===== config.mk =====
export PLATFORM = sky130hd
export DESIGN_NAME = bpa_ctrl
export DESIGN_NICKNAME = d
export VERILOG_FILES = /design/src/hw/rtl/bpa_pkg.sv /design/src/hw/rtl/bpa_ctrl.sv
export SDC_FILE = /design/constraint.sdc
export NUM_CORES = 2
export LEC_CHECK = 0
export BUFFER_PORTS_ARGS = -buffer_cell sky130_fd_sc_hd__buf_4
export CORE_UTILIZATION = 49
export DETAILED_ROUTE_END_ITERATION = 8
export PLACE_DENSITY = 0.75
export RECOVER_POWER = 50
export SYNTH_ARGS = -nofsm -noshare
export SYNTH_HDL_FRONTEND = slang
export SYNTH_SLANG_ARGS = --single-unit
export TNS_END_PERCENT = 50

===== constraint.sdc =====
create_clock -name clk -period 5.8 [get_ports clk]
set_clock_uncertainty 0.15 [all_clocks]
set_input_delay 0.87 -clock clk [delete_from_list [all_inputs] [get_ports clk]]
set_output_delay 0.87 -clock clk [all_outputs]
set_load 0.05 [all_outputs]

===== src/hw/rtl/bpa_pkg.sv =====
`default_nettype none

package bpa_pkg;

  // Page table geometry.
  localparam int NUM_PAGES   = 4096;
  localparam int PAGE_W      = 12;
  localparam int LINK_W      = 13;
  localparam int MAX_ORDER   = 10;
  localparam int ORDER_SLOTS = MAX_ORDER + 1;
  localparam int ORD_W       = 4;
  localparam int BCNT_W      = 13;
  localparam int TOTAL_W     = 13;
  localparam int REF_W       = 8;

  // A link or list end equal to NUM_PAGES means "no page".
  localparam logic [LINK_W-1:0] NIL      = LINK_W'(NUM_PAGES);
  localparam logic [ORD_W-1:0]  ORD_NONE = 4'hF;

  // Action codes.
  localparam logic [1:0] ACT_ALLOC = 2'd0;
  localparam logic [1:0] ACT_FREE  = 2'd1;
  localparam logic [1:0] ACT_ADD   = 2'd2;

  // Status codes.
  localparam logic [1:0] STS_OK      = 2'd0;
  localparam logic [1:0] STS_NOFREE  = 2'd1;
  localparam logic [1:0] STS_BADORD  = 2'd2;
  localparam logic [1:0] STS_IGNORED = 2'd3;

  // Per-page attributes kept in one memory word.
  typedef struct packed {
    logic [ORD_W-1:0] ord;
    logic             free;
    logic             inv;
    logic [REF_W-1:0] cnt;
  } attr_t;

  localparam attr_t ATTR_RESET = '{ord: ORD_NONE, free: 1'b0, inv: 1'b1, cnt: '0};

  // Memory access requests from the sequencer to the page store.
  typedef struct packed {
    logic              attr_re;
    logic [PAGE_W-1:0] attr_raddr;
    logic              attr_we;
    logic [PAGE_W-1:0] attr_waddr;
    attr_t             attr_wdata;
    logic              link_re;
    logic [PAGE_W-1:0] link_raddr;
    logic              next_we;
    logic [PAGE_W-1:0] next_waddr;
    logic [LINK_W-1:0] next_wdata;
    logic              prev_we;
    logic [PAGE_W-1:0] prev_waddr;
    logic [LINK_W-1:0] prev_wdata;
  } mem_req_t;

  typedef struct packed {
    logic [PAGE_W-1:0] page_number;
    logic [ORD_W-1:0]  order;
    logic [1:0]        action;
  } item_t;

  typedef struct packed {
    logic [TOTAL_W-1:0] free_total;
    logic [PAGE_W-1:0]  block_page;
    logic [1:0]         status;
  } result_t;

  typedef enum logic [4:0] {
    S_IDLE,
    S_FREE_CHK,
    S_ADD_CHK,
    S_SPLIT_GO,
    S_SPLIT_WR,
    S_SPLIT_B,
    S_SPLIT_NEXT,
    S_ALLOC_TAKE,
    S_ALLOC_WR,
    S_UNLINK,
    S_PUSH,
    S_PUSH_LINK,
    S_REL_TEST,
    S_REL_CHK,
    S_REL_MERGE,
    S_REL_END,
    S_DONE
  } state_t;

endpackage

`default_nettype wire


===== src/hw/rtl/bpa_ctrl.sv =====
`default_nettype none

module bpa_ctrl
  import bpa_pkg::*;
(
  input  wire logic              clk,
  input  wire logic              rst,
  input  wire logic              busy,
  input  wire logic [PAGE_W-1:0] kfirst,
  input  wire logic [PAGE_W-1:0] klast,
  input  wire logic              in_valid,
  input  wire item_t             in_item,
  output logic                   in_ready,
  output logic                   out_valid,
  input  wire logic              out_ready,
  output result_t                out_res,
  output mem_req_t               req,
  input  wire attr_t             attr_rdata,
  input  wire logic [LINK_W-1:0] next_rdata,
  input  wire logic [LINK_W-1:0] prev_rdata
);

  state_t st, st_next, uret, uret_next, pret, pret_next;
  logic [LINK_W-1:0]  head [ORDER_SLOTS];
  logic [LINK_W-1:0]  head_next [ORDER_SLOTS];
  logic [LINK_W-1:0]  tail [ORDER_SLOTS];
  logic [LINK_W-1:0]  tail_next [ORDER_SLOTS];
  logic [BCNT_W-1:0]  bcnt [ORDER_SLOTS];
  logic [BCNT_W-1:0]  bcnt_next [ORDER_SLOTS];
  logic [TOTAL_W-1:0] total, total_next;
  logic [ORD_W-1:0]   req_order, req_order_next;
  logic [ORD_W-1:0]   k_r, k_next;
  logic [ORD_W-1:0]   u_o, u_o_next;
  logic [ORD_W-1:0]   o_cur, o_cur_next;
  logic [ORD_W-1:0]   first_o, first_next;
  logic [ORD_W-1:0]   push_o, push_o_next;
  logic [PAGE_W-1:0]  push_p, push_p_next;
  logic [PAGE_W-1:0]  push_h, push_h_next;
  logic [PAGE_W-1:0]  page_r, page_next;
  logic [PAGE_W-1:0]  bud, bud_next;
  attr_t              cur, cur_next;
  attr_t              bud_attr, bud_attr_next;
  logic [1:0]         status_r, status_next;
  logic [PAGE_W-1:0]  block_r, block_next;
  logic               out_valid_next;
  result_t            out_res_next;
  logic               found;
  logic [ORD_W-1:0]   fk;

  // Smallest order at or above the request with a free block.
  always_comb begin
    found = 1'b0;
    fk = '0;
    for (int i = MAX_ORDER; i >= 0; i--) begin
      if (ORD_W'(i) >= in_item.order && bcnt[i] != '0) begin
        found = 1'b1;
        fk = ORD_W'(i);
      end
    end
  end

  assign in_ready = (st == S_IDLE) && !busy;

  // Next state, memory requests and list updates.
  always_comb begin
    attr_t             w;
    logic [PAGE_W-1:0] bit_m;
    logic [PAGE_W-1:0] b;
    logic [LINK_W-1:0] h;
    st_next = st;
    uret_next = uret;
    pret_next = pret;
    head_next = head;
    tail_next = tail;
    bcnt_next = bcnt;
    total_next = total;
    req_order_next = req_order;
    k_next = k_r;
    u_o_next = u_o;
    o_cur_next = o_cur;
    first_next = first_o;
    push_o_next = push_o;
    push_p_next = push_p;
    push_h_next = push_h;
    page_next = page_r;
    bud_next = bud;
    cur_next = cur;
    bud_attr_next = bud_attr;
    status_next = status_r;
    block_next = block_r;
    out_valid_next = out_valid;
    out_res_next = out_res;
    req = '0;
    w = attr_rdata;
    bit_m = PAGE_W'(1) << o_cur;
    b = page_r ^ (PAGE_W'(1) << (k_r - 1'b1));
    h = head[push_o];

    if (out_valid && out_ready) begin
      out_valid_next = 1'b0;
    end

    case (st)
      S_IDLE: begin
        if (in_valid && in_ready) begin
          req_order_next = in_item.order;
          page_next = in_item.page_number;
          status_next = STS_IGNORED;
          block_next = '0;
          st_next = S_DONE;
          case (in_item.action)
            ACT_ALLOC: begin
              if (in_item.order > ORD_W'(MAX_ORDER)) begin
                status_next = STS_BADORD;
              end else if (!found) begin
                status_next = STS_NOFREE;
              end else begin
                k_next = fk;
                st_next = (fk > in_item.order) ? S_SPLIT_GO : S_ALLOC_TAKE;
              end
            end
            ACT_FREE: begin
              req.attr_re = 1'b1;
              req.attr_raddr = in_item.page_number;
              st_next = S_FREE_CHK;
            end
            ACT_ADD: begin
              req.attr_re = 1'b1;
              req.attr_raddr = in_item.page_number;
              st_next = S_ADD_CHK;
            end
            default: begin
              st_next = S_DONE;
            end
          endcase
        end
      end

      // Split the oldest block of order k into two halves.
      S_SPLIT_GO: begin
        page_next = tail[k_r][PAGE_W-1:0];
        u_o_next = k_r;
        req.link_re = 1'b1;
        req.link_raddr = tail[k_r][PAGE_W-1:0];
        uret_next = S_SPLIT_WR;
        st_next = S_UNLINK;
      end
      S_SPLIT_WR: begin
        req.attr_we = 1'b1;
        req.attr_waddr = page_r;
        req.attr_wdata = '{ord: k_r - 1'b1, free: 1'b1, inv: 1'b0, cnt: '0};
        push_o_next = k_r - 1'b1;
        push_p_next = page_r;
        pret_next = S_SPLIT_B;
        st_next = S_PUSH;
      end
      S_SPLIT_B: begin
        req.attr_we = 1'b1;
        req.attr_waddr = b;
        req.attr_wdata = '{ord: k_r - 1'b1, free: 1'b1, inv: 1'b0, cnt: '0};
        push_o_next = k_r - 1'b1;
        push_p_next = b;
        pret_next = S_SPLIT_NEXT;
        st_next = S_PUSH;
      end
      S_SPLIT_NEXT: begin
        k_next = k_r - 1'b1;
        st_next = ((k_r - 1'b1) > req_order) ? S_SPLIT_GO : S_ALLOC_TAKE;
      end

      // Take the oldest block of the requested order.
      S_ALLOC_TAKE: begin
        if (bcnt[req_order] == '0 || tail[req_order][PAGE_W]) begin
          status_next = STS_NOFREE;
          st_next = S_DONE;
        end else begin
          page_next = tail[req_order][PAGE_W-1:0];
          u_o_next = req_order;
          req.link_re = 1'b1;
          req.link_raddr = tail[req_order][PAGE_W-1:0];
          uret_next = S_ALLOC_WR;
          st_next = S_UNLINK;
        end
      end
      S_ALLOC_WR: begin
        req.attr_we = 1'b1;
        req.attr_waddr = page_r;
        req.attr_wdata = '{ord: req_order, free: 1'b0, inv: 1'b0, cnt: REF_W'(1)};
        total_next = total - (TOTAL_W'(1) << req_order);
        status_next = STS_OK;
        block_next = page_r;
        st_next = S_DONE;
      end

      // Remove a page from list u_o using the links read last cycle.
      S_UNLINK: begin
        if (!prev_rdata[PAGE_W]) begin
          req.next_we = 1'b1;
          req.next_waddr = prev_rdata[PAGE_W-1:0];
          req.next_wdata = next_rdata;
        end else begin
          head_next[u_o] = next_rdata;
        end
        if (!next_rdata[PAGE_W]) begin
          req.prev_we = 1'b1;
          req.prev_waddr = next_rdata[PAGE_W-1:0];
          req.prev_wdata = prev_rdata;
        end else begin
          tail_next[u_o] = prev_rdata;
        end
        if (bcnt[u_o] != '0) begin
          bcnt_next[u_o] = bcnt[u_o] - 1'b1;
        end
        st_next = uret;
      end

      // Insert push_p at the head of list push_o.
      S_PUSH: begin
        req.next_we = 1'b1;
        req.next_waddr = push_p;
        req.next_wdata = h;
        req.prev_we = 1'b1;
        req.prev_waddr = push_p;
        req.prev_wdata = NIL;
        head_next[push_o] = {1'b0, push_p};
        bcnt_next[push_o] = bcnt[push_o] + 1'b1;
        if (h[PAGE_W]) begin
          tail_next[push_o] = {1'b0, push_p};
          st_next = pret;
        end else begin
          push_h_next = h[PAGE_W-1:0];
          st_next = S_PUSH_LINK;
        end
      end
      S_PUSH_LINK: begin
        req.prev_we = 1'b1;
        req.prev_waddr = push_h;
        req.prev_wdata = {1'b0, push_p};
        st_next = pret;
      end

      // Free: drop the count and release the block when it reaches zero.
      S_FREE_CHK: begin
        st_next = S_DONE;
        if (attr_rdata.ord != ORD_NONE && !attr_rdata.inv && attr_rdata.cnt != '0) begin
          w.cnt = attr_rdata.cnt - 1'b1;
          req.attr_we = 1'b1;
          req.attr_waddr = page_r;
          req.attr_wdata = w;
          status_next = STS_OK;
          if (w.cnt == '0) begin
            cur_next = w;
            o_cur_next = attr_rdata.ord;
            first_next = attr_rdata.ord;
            st_next = S_REL_TEST;
          end
        end
      end

      // Add: bring a page in unless it is known or in the kernel range.
      S_ADD_CHK: begin
        st_next = S_DONE;
        if (attr_rdata.inv && !(page_r >= kfirst && page_r <= klast)) begin
          w.inv = 1'b0;
          req.attr_we = 1'b1;
          req.attr_waddr = page_r;
          req.attr_wdata = w;
          cur_next = w;
          o_cur_next = '0;
          first_next = '0;
          status_next = STS_OK;
          st_next = S_REL_TEST;
        end
      end

      // Merge loop: look at the buddy of the current order.
      S_REL_TEST: begin
        if (o_cur < ORD_W'(MAX_ORDER)) begin
          bud_next = page_r ^ bit_m;
          req.attr_re = 1'b1;
          req.attr_raddr = page_r ^ bit_m;
          st_next = S_REL_CHK;
        end else begin
          st_next = S_REL_END;
        end
      end
      S_REL_CHK: begin
        if (attr_rdata.ord == o_cur && !attr_rdata.inv && attr_rdata.free) begin
          bud_attr_next = attr_rdata;
          req.link_re = 1'b1;
          req.link_raddr = bud;
          u_o_next = o_cur;
          uret_next = S_REL_MERGE;
          st_next = S_UNLINK;
        end else begin
          st_next = S_REL_END;
        end
      end
      S_REL_MERGE: begin
        req.attr_we = 1'b1;
        if ((bud & bit_m) != '0) begin
          req.attr_waddr = bud;
          req.attr_wdata = '{ord: ORD_NONE, free: 1'b0, inv: bud_attr.inv, cnt: bud_attr.cnt};
        end else begin
          req.attr_waddr = page_r;
          req.attr_wdata = '{ord: ORD_NONE, free: cur.free, inv: cur.inv, cnt: cur.cnt};
          cur_next = bud_attr;
          cur_next.free = 1'b0;
          page_next = bud;
        end
        o_cur_next = o_cur + 1'b1;
        st_next = S_REL_TEST;
      end
      S_REL_END: begin
        req.attr_we = 1'b1;
        req.attr_waddr = page_r;
        req.attr_wdata = '{ord: o_cur, free: 1'b1, inv: cur.inv, cnt: cur.cnt};
        total_next = total + (TOTAL_W'(1) << first_o);
        push_o_next = o_cur;
        push_p_next = page_r;
        pret_next = S_DONE;
        st_next = S_PUSH;
      end

      // Hand the result to the output register once it is free.
      S_DONE: begin
        if (!out_valid || out_ready) begin
          out_valid_next = 1'b1;
          out_res_next = '{free_total: total, block_page: block_r, status: status_r};
          st_next = S_IDLE;
        end
      end

      default: begin
        st_next = S_IDLE;
      end
    endcase
  end

  // Control state.
  always_ff @(posedge clk) begin
    if (rst) begin
      st <= S_IDLE;
      out_valid <= 1'b0;
      total <= '0;
      for (int i = 0; i < ORDER_SLOTS; i++) begin
        head[i] <= NIL;
        tail[i] <= NIL;
        bcnt[i] <= '0;
      end
    end else begin
      st <= st_next;
      out_valid <= out_valid_next;
      total <= total_next;
      head <= head_next;
      tail <= tail_next;
      bcnt <= bcnt_next;
    end
  end

  // Working registers of the current action.
  always_ff @(posedge clk) begin
    uret <= uret_next;
    pret <= pret_next;
    req_order <= req_order_next;
    k_r <= k_next;
    u_o <= u_o_next;
    o_cur <= o_cur_next;
    first_o <= first_next;
    push_o <= push_o_next;
    push_p <= push_p_next;
    push_h <= push_h_next;
    page_r <= page_next;
    bud <= bud_next;
    cur <= cur_next;
    bud_attr <= bud_attr_next;
    status_r <= status_next;
    block_r <= block_next;
    out_res <= out_res_next;
  end

endmodule

`default_nettype wire


After elaboration in Yosys (flattened, before gate mapping)
Cells that the tools add are included.
{ "classes": {"mux": 129, "n_shift": 4, "reduce_logical": 79, "div_mod_pow": 0, "multipliers": 0, "n_lt_le_gt_ge": 23, "eq_ne": 36, "bitwise_logic": 8, "add_sub_neg": 7} }
{ "ops": {"columns": ["cell", "count"], "rows": [
  ["143-bit bitwise mux", 6],
  ["143-bit one-hot mux with 2 select lines", 3],
  ["143-bit two-way mux", 4],
  ["13-bit binary-select mux with 4-bit select", 6],
  ["13-bit two-way mux", 17],
  ["27-bit one-hot mux with 7 select lines", 1],
  ["13-bit nonzero test", 12],
  ["13-bit demux with 4-bit select", 2],
  ["4-bit two-way mux", 20],
  ["26-bit two-way mux", 3],
  ["26-bit one-hot mux with 3 select lines", 1],
  ["5-bit one-hot mux with 15 select lines", 1],
  ["12-bit two-way mux", 6],
  ["5-bit two-way mux", 11],
  ["27-bit two-way mux", 2],
  ["13-bit one-hot mux with 2 select lines", 2],
  ["26-bit one-hot mux with 2 select lines", 1],
  ["12-bit one-hot mux with 2 select lines", 2],
  ["12-bit one-hot mux with 4 select lines", 1],
  ["5-bit one-hot mux with 3 select lines", 3],
  ["5-bit by 4-bit == test with 1-bit output, second input constant", 8],
  ["10-bit two-way mux", 4],
  ["13-bit one-hot mux with 3 select lines", 1],
  ["10-bit one-hot mux with 3 select lines", 1],
  ["59 further kinds", 168]
]} }
{ "word_totals": {"output_inout_bits": 134, "regBits": 590, "n_memories": 0, "mem_bits_ro": 0, "latch_bits": 0, "input_bits": 87, "ramBits": 0, "elab_cells": 344} }

Logic depth before layout (Yosys ltp)
{ "depth": {"word_depth": 20, "mapped_depth": 18, "ltp_nobuf": 16} }

Worst setup path after synthesis
Ideal clock, no wire load.
{ "synth_path": {"kind": "flip-flop to output port", "startpoint": "register k_r[0]", "endpoint": "output req[89] (netlist name)", "stages_incl_launch_ff": 12, "required_time_ps": 4780, "t_arrival_ps": 3335, "n_path_buf": 4, "path_slack_ps": 1445, "path_cell_list": "edfxtp_1 clkbuf_1 buf_1 buf_1 inv_1 ha_1 ha_1 clkbuf_1 nand2_1 or3_1 a21oi_1 a221o_1"} }
{ "synth_lines": {"columns": ["element", "line_no", "rtl"], "rows": [
  ["from (decl)", "bpa_ctrl.sv:32", "logic [ORD_W-1:0] k_r, k_next;"],
  ["from (signal assigned)", "bpa_ctrl.sv:366", "k_r <= k_next;"],
  ["to (decl)", "bpa_ctrl.sv:17", "output mem_req_t req,"]
]} }

==> flow_metrics.tcl <==
set metrics [dict create \
    gp_congestion 0.995 \
    post_drt_wl_per_cell_um 25.9 \
    grt_pass1_wl_mm 193 \
    grt_util_met1_pct 45.0 \
    synth_area_leaders "dfxtp_1, edfxtp_1, mux4_2" \
    antenna_found_initial 5 \
    synth_edf_count 139 \
    fin_setup_tns_ns 0 \
    dpl.hpwl_mm 86.4 \
    reg2reg_to "head[10]" \
    avgSynthCellArea_um2 8.93 \
    first_global_vias 31800 \
    htreeDepth 3 \
    synthTopCellsByCount "nor2_1, dfxtp_1, clkbuf_1, a22oi_1, a211oi_1" \
    die_x_um 269 \
    viasPerCell 6.87 \
    yosysTopAreaCell "dfxtp_1" \
    core_region_area_mm2 0.0704 \
    synth.distinct_cells 77 \
    grt.busiest_layer "met2" \
    nFillCells 6254 \
    violations "max-capacitance violations, max-slew violations" \
    overflow 0 \
    slowest_stage "nor2_1" \
    combPwrFrac_pct 14.9 \
    synth_flop_cell "dfxtp_1" \
    area_growth_pct 12.2 \
    ant_nets 0 \
    register_area_mm2 0.0131 \
    crit_type "register to output pin" \
    worstSetupStartpointType "register" \
    r2r_cells 9 \
    cpMostUsedCell "buf_4" \
    hold_viol 0 \
    dieHeight_um 269 \
    ys_seq_elements 587 \
    fin_area_mm2 0.0393 \
    vias 33900 \
    cp-endpoint "req[22]" \
    setup_viol 0 \
    intPower_w 0.00726 \
    hp-class "register to register" \
    postSynth.asyncResetShare_pct 0 \
    worst_pin_slew_ns 2.66 \
    yosys_warnings 0 \
    portBuffers 220 \
    postCtsSetupRepairBufs 0 \
    grt_util_met3_pct 8.51 \
    drt_iter0_drc 5332 \
    drc 0 \
    initial_utilization_pct 49.8 \
    path_cells "nor3_1 -> clkbuf_1 -> nand3_1 -> nor2_1 -> buf_4 -> a222oi_1 -> inv_1 -> buf_4" \
    fmax_mhz 180 \
    netlist_instances 3923 \
    worstPathRequired_ns 4.78 \
    critPathLaunch "st[1]" \
    arrival_ns 4.53 \
    yosys.area.top_type_share_pct 25.6 \
    irDropWorstVdd_v 0.000251 \
    cts-resized-gates 0 \
    cap_violations 8 \
    p_clk_share_pct 41.4 \
    swShare_pct 29.6 \
    cts_tree "yes" \
    final.period_utilization_pct 95.6 \
    period_needed_ns 5.55 \
    finalMaxSlewViolations 220 \
    globalRouteTotalUtil_pct 33.9 \
    dieArea_mm2 0.0726 \
    std_cell_rows 97 \
    syn_nets 4075 \
    pwr-share-seq_pct 43.8 \
    yosys.cell_count.top_type "nor2_1" \
    grt_max_degree 179 \
    r2r_start "st[0]" \
    seq_area_frac_synth_pct 37.5 \
    cp_max_fo 20 \
    p_sw_w 0.00306 \
    grt_util_met2_pct 51.5 \
    cts_sinks 587 \
    clkLatencyLatePin_ns 0.62 \
    syn-cell-area_mm2 0.0350 \
    io_pins 221 \
    p_leak_nw 13.3 \
    rsz0062_at_grt "false" \
    drive_gt1_share_pct 14.3 \
    layout.nets 4091 \
    finalWirelength_mm 128 \
    end_kind "output pin" \
    cellPowerDensity_mw_per_mm2 263 \
    slew_headroom_pct -77.5 \
    cts.path.max_buffers 3 \
    path_clk_slew_ns 0.06 \
    status "complete, but fails checks" \
    postCtsHoldBufs 0 \
    firstDrtPassIters 9 \
    max_stage_delay_ns 1.28 \
    r2r_slack_ns 0.32 \
    multi_input_area_mm2 0.0200 \
    clock-root-buffer "clkbuf_16" \
    cts_buffers 67 \
    dpl_cell_area_mm2 0.0374 \
]
[power groups by stage]
stage          Sequential, W  Clock (W)  Combinational (W)
2_1_floorplan        0.00467          0           0.000957
6_report             0.00452    0.00427            0.00153
4_1_cts              0.00452    0.00428            0.00156
5_1_grt              0.00453    0.00444            0.00162
3_3_place_gp         0.00460          0            0.00154
3_5_place_dp         0.00460          0            0.00155
[registers in the layout (all words and copies together), names as in the netlist, 5 cells and up]
register  count
out_res      27
push_h       12
tail        143
cur          10
bud_attr      9
page_r       12
block_r      12
bud          12
bcnt        143
push_p       12
head        143
total        13
st            5
[metrics by stage]
step           hold slack [ns]  total power (W)  std cells  utilization [%]  setup WS (ns)
2_1_floorplan            0.250          0.00563       3923                -           1.44
3_3_place_gp             0.253          0.00614       4810             53.2          0.800
3_5_place_dp             0.255          0.00616       4810             53.2          0.817
4_1_cts                  0.267           0.0104       4933             56.3          0.437
5_1_grt                  0.276           0.0106       4933             55.8          0.138
6_report                 0.268           0.0103       4934             55.8          0.254
[final cells by class]
| type | instances | share of cell area [%] |
|---|---|---|
| multi-input combinational | 2832 | 50.8 |
| timing repair buffer | 365 | 6.43 |
| clock buffer | 99 | 4.99 |
| clock inverter | 24 | 0.560 |
| antenna | 1 | 0.00637 |
| tap | 940 | 2.99 |
| sequential | 587 | 33.4 |
| inverter | 86 | 0.821 |
[routing by layer]
metal  part of all wire [%]  wire [µm]
met1                     39      49400
met2                     44      55800
met3                     13      16300
met4                    4.8       6070
met5                  0.031         40
[cells in the final DEF (no fill, tap or decap), drive strengths merged, types with 14 or more instances in the layout]
master,Yosys,final
a211oi,322,322
a21oi,105,105
a221o,26,26
a221oi,46,46
a222oi,14,14
a22o,53,53
a22oi,338,338
a2bb2oi,22,22
and3,18,18
buf,78,292
clkbuf,340,172
clkinv,2,21
dfxtp,448,448
edfxtp,139,139
ha,64,64
inv,84,84
mux2i,126,126
mux4,128,128
nand2,193,193
nand2b,27,27
nand3,53,53
nand4,21,21
nor2,622,622
nor2b,19,19
nor3,165,165
nor4,39,39
o211ai,15,15
o21ai,92,92
o22ai,103,103
or3,20,20
xnor2,41,41
xor2,29,29
[cell families after synthesis]
kind of cell             after synthesis  share of synthesized area, %
AO/OA/AOI/OAI                       1221                          25.4
AND/OR/NAND/NOR                     1219                          15.3
flip-flops                           587                          37.5
buffers and inverters                504                          5.73
multiplexers                         257                          11.9
XOR/XNOR                              70                          1.75
adder cells (fa/ha/maj)               65                          2.34
[worst min path at each step]
stage / from / end / slack (ns) / depth (start not counted)
3_3_place_gp: block_r[8] / out_res[10] / 0.25 / 0
4_1_cts: block_r[7] / out_res[9] / 0.27 / 0
5_1_grt: block_r[2] / out_res[4] / 0.28 / 0
2_1_floorplan: status_r[0] / out_res[0] / 0.25 / 0
3_5_place_dp: block_r[0] / out_res[2] / 0.25 / 0
6_report: block_r[6] / out_res[8] / 0.27 / 0
[critical path, delay by kind of cell, from the launching register on]
| kind | cells | cell delay, ns |
|---|---|---|
| and+or+nand+nor | 3 | 2.02 |
| buffers and inverters | 4 | 1.27 |
| DFF | 1 | 0.50 |
| AOI/OAI and AO/OA | 1 | 0.10 |
Power figures use the tool's default switching activity.
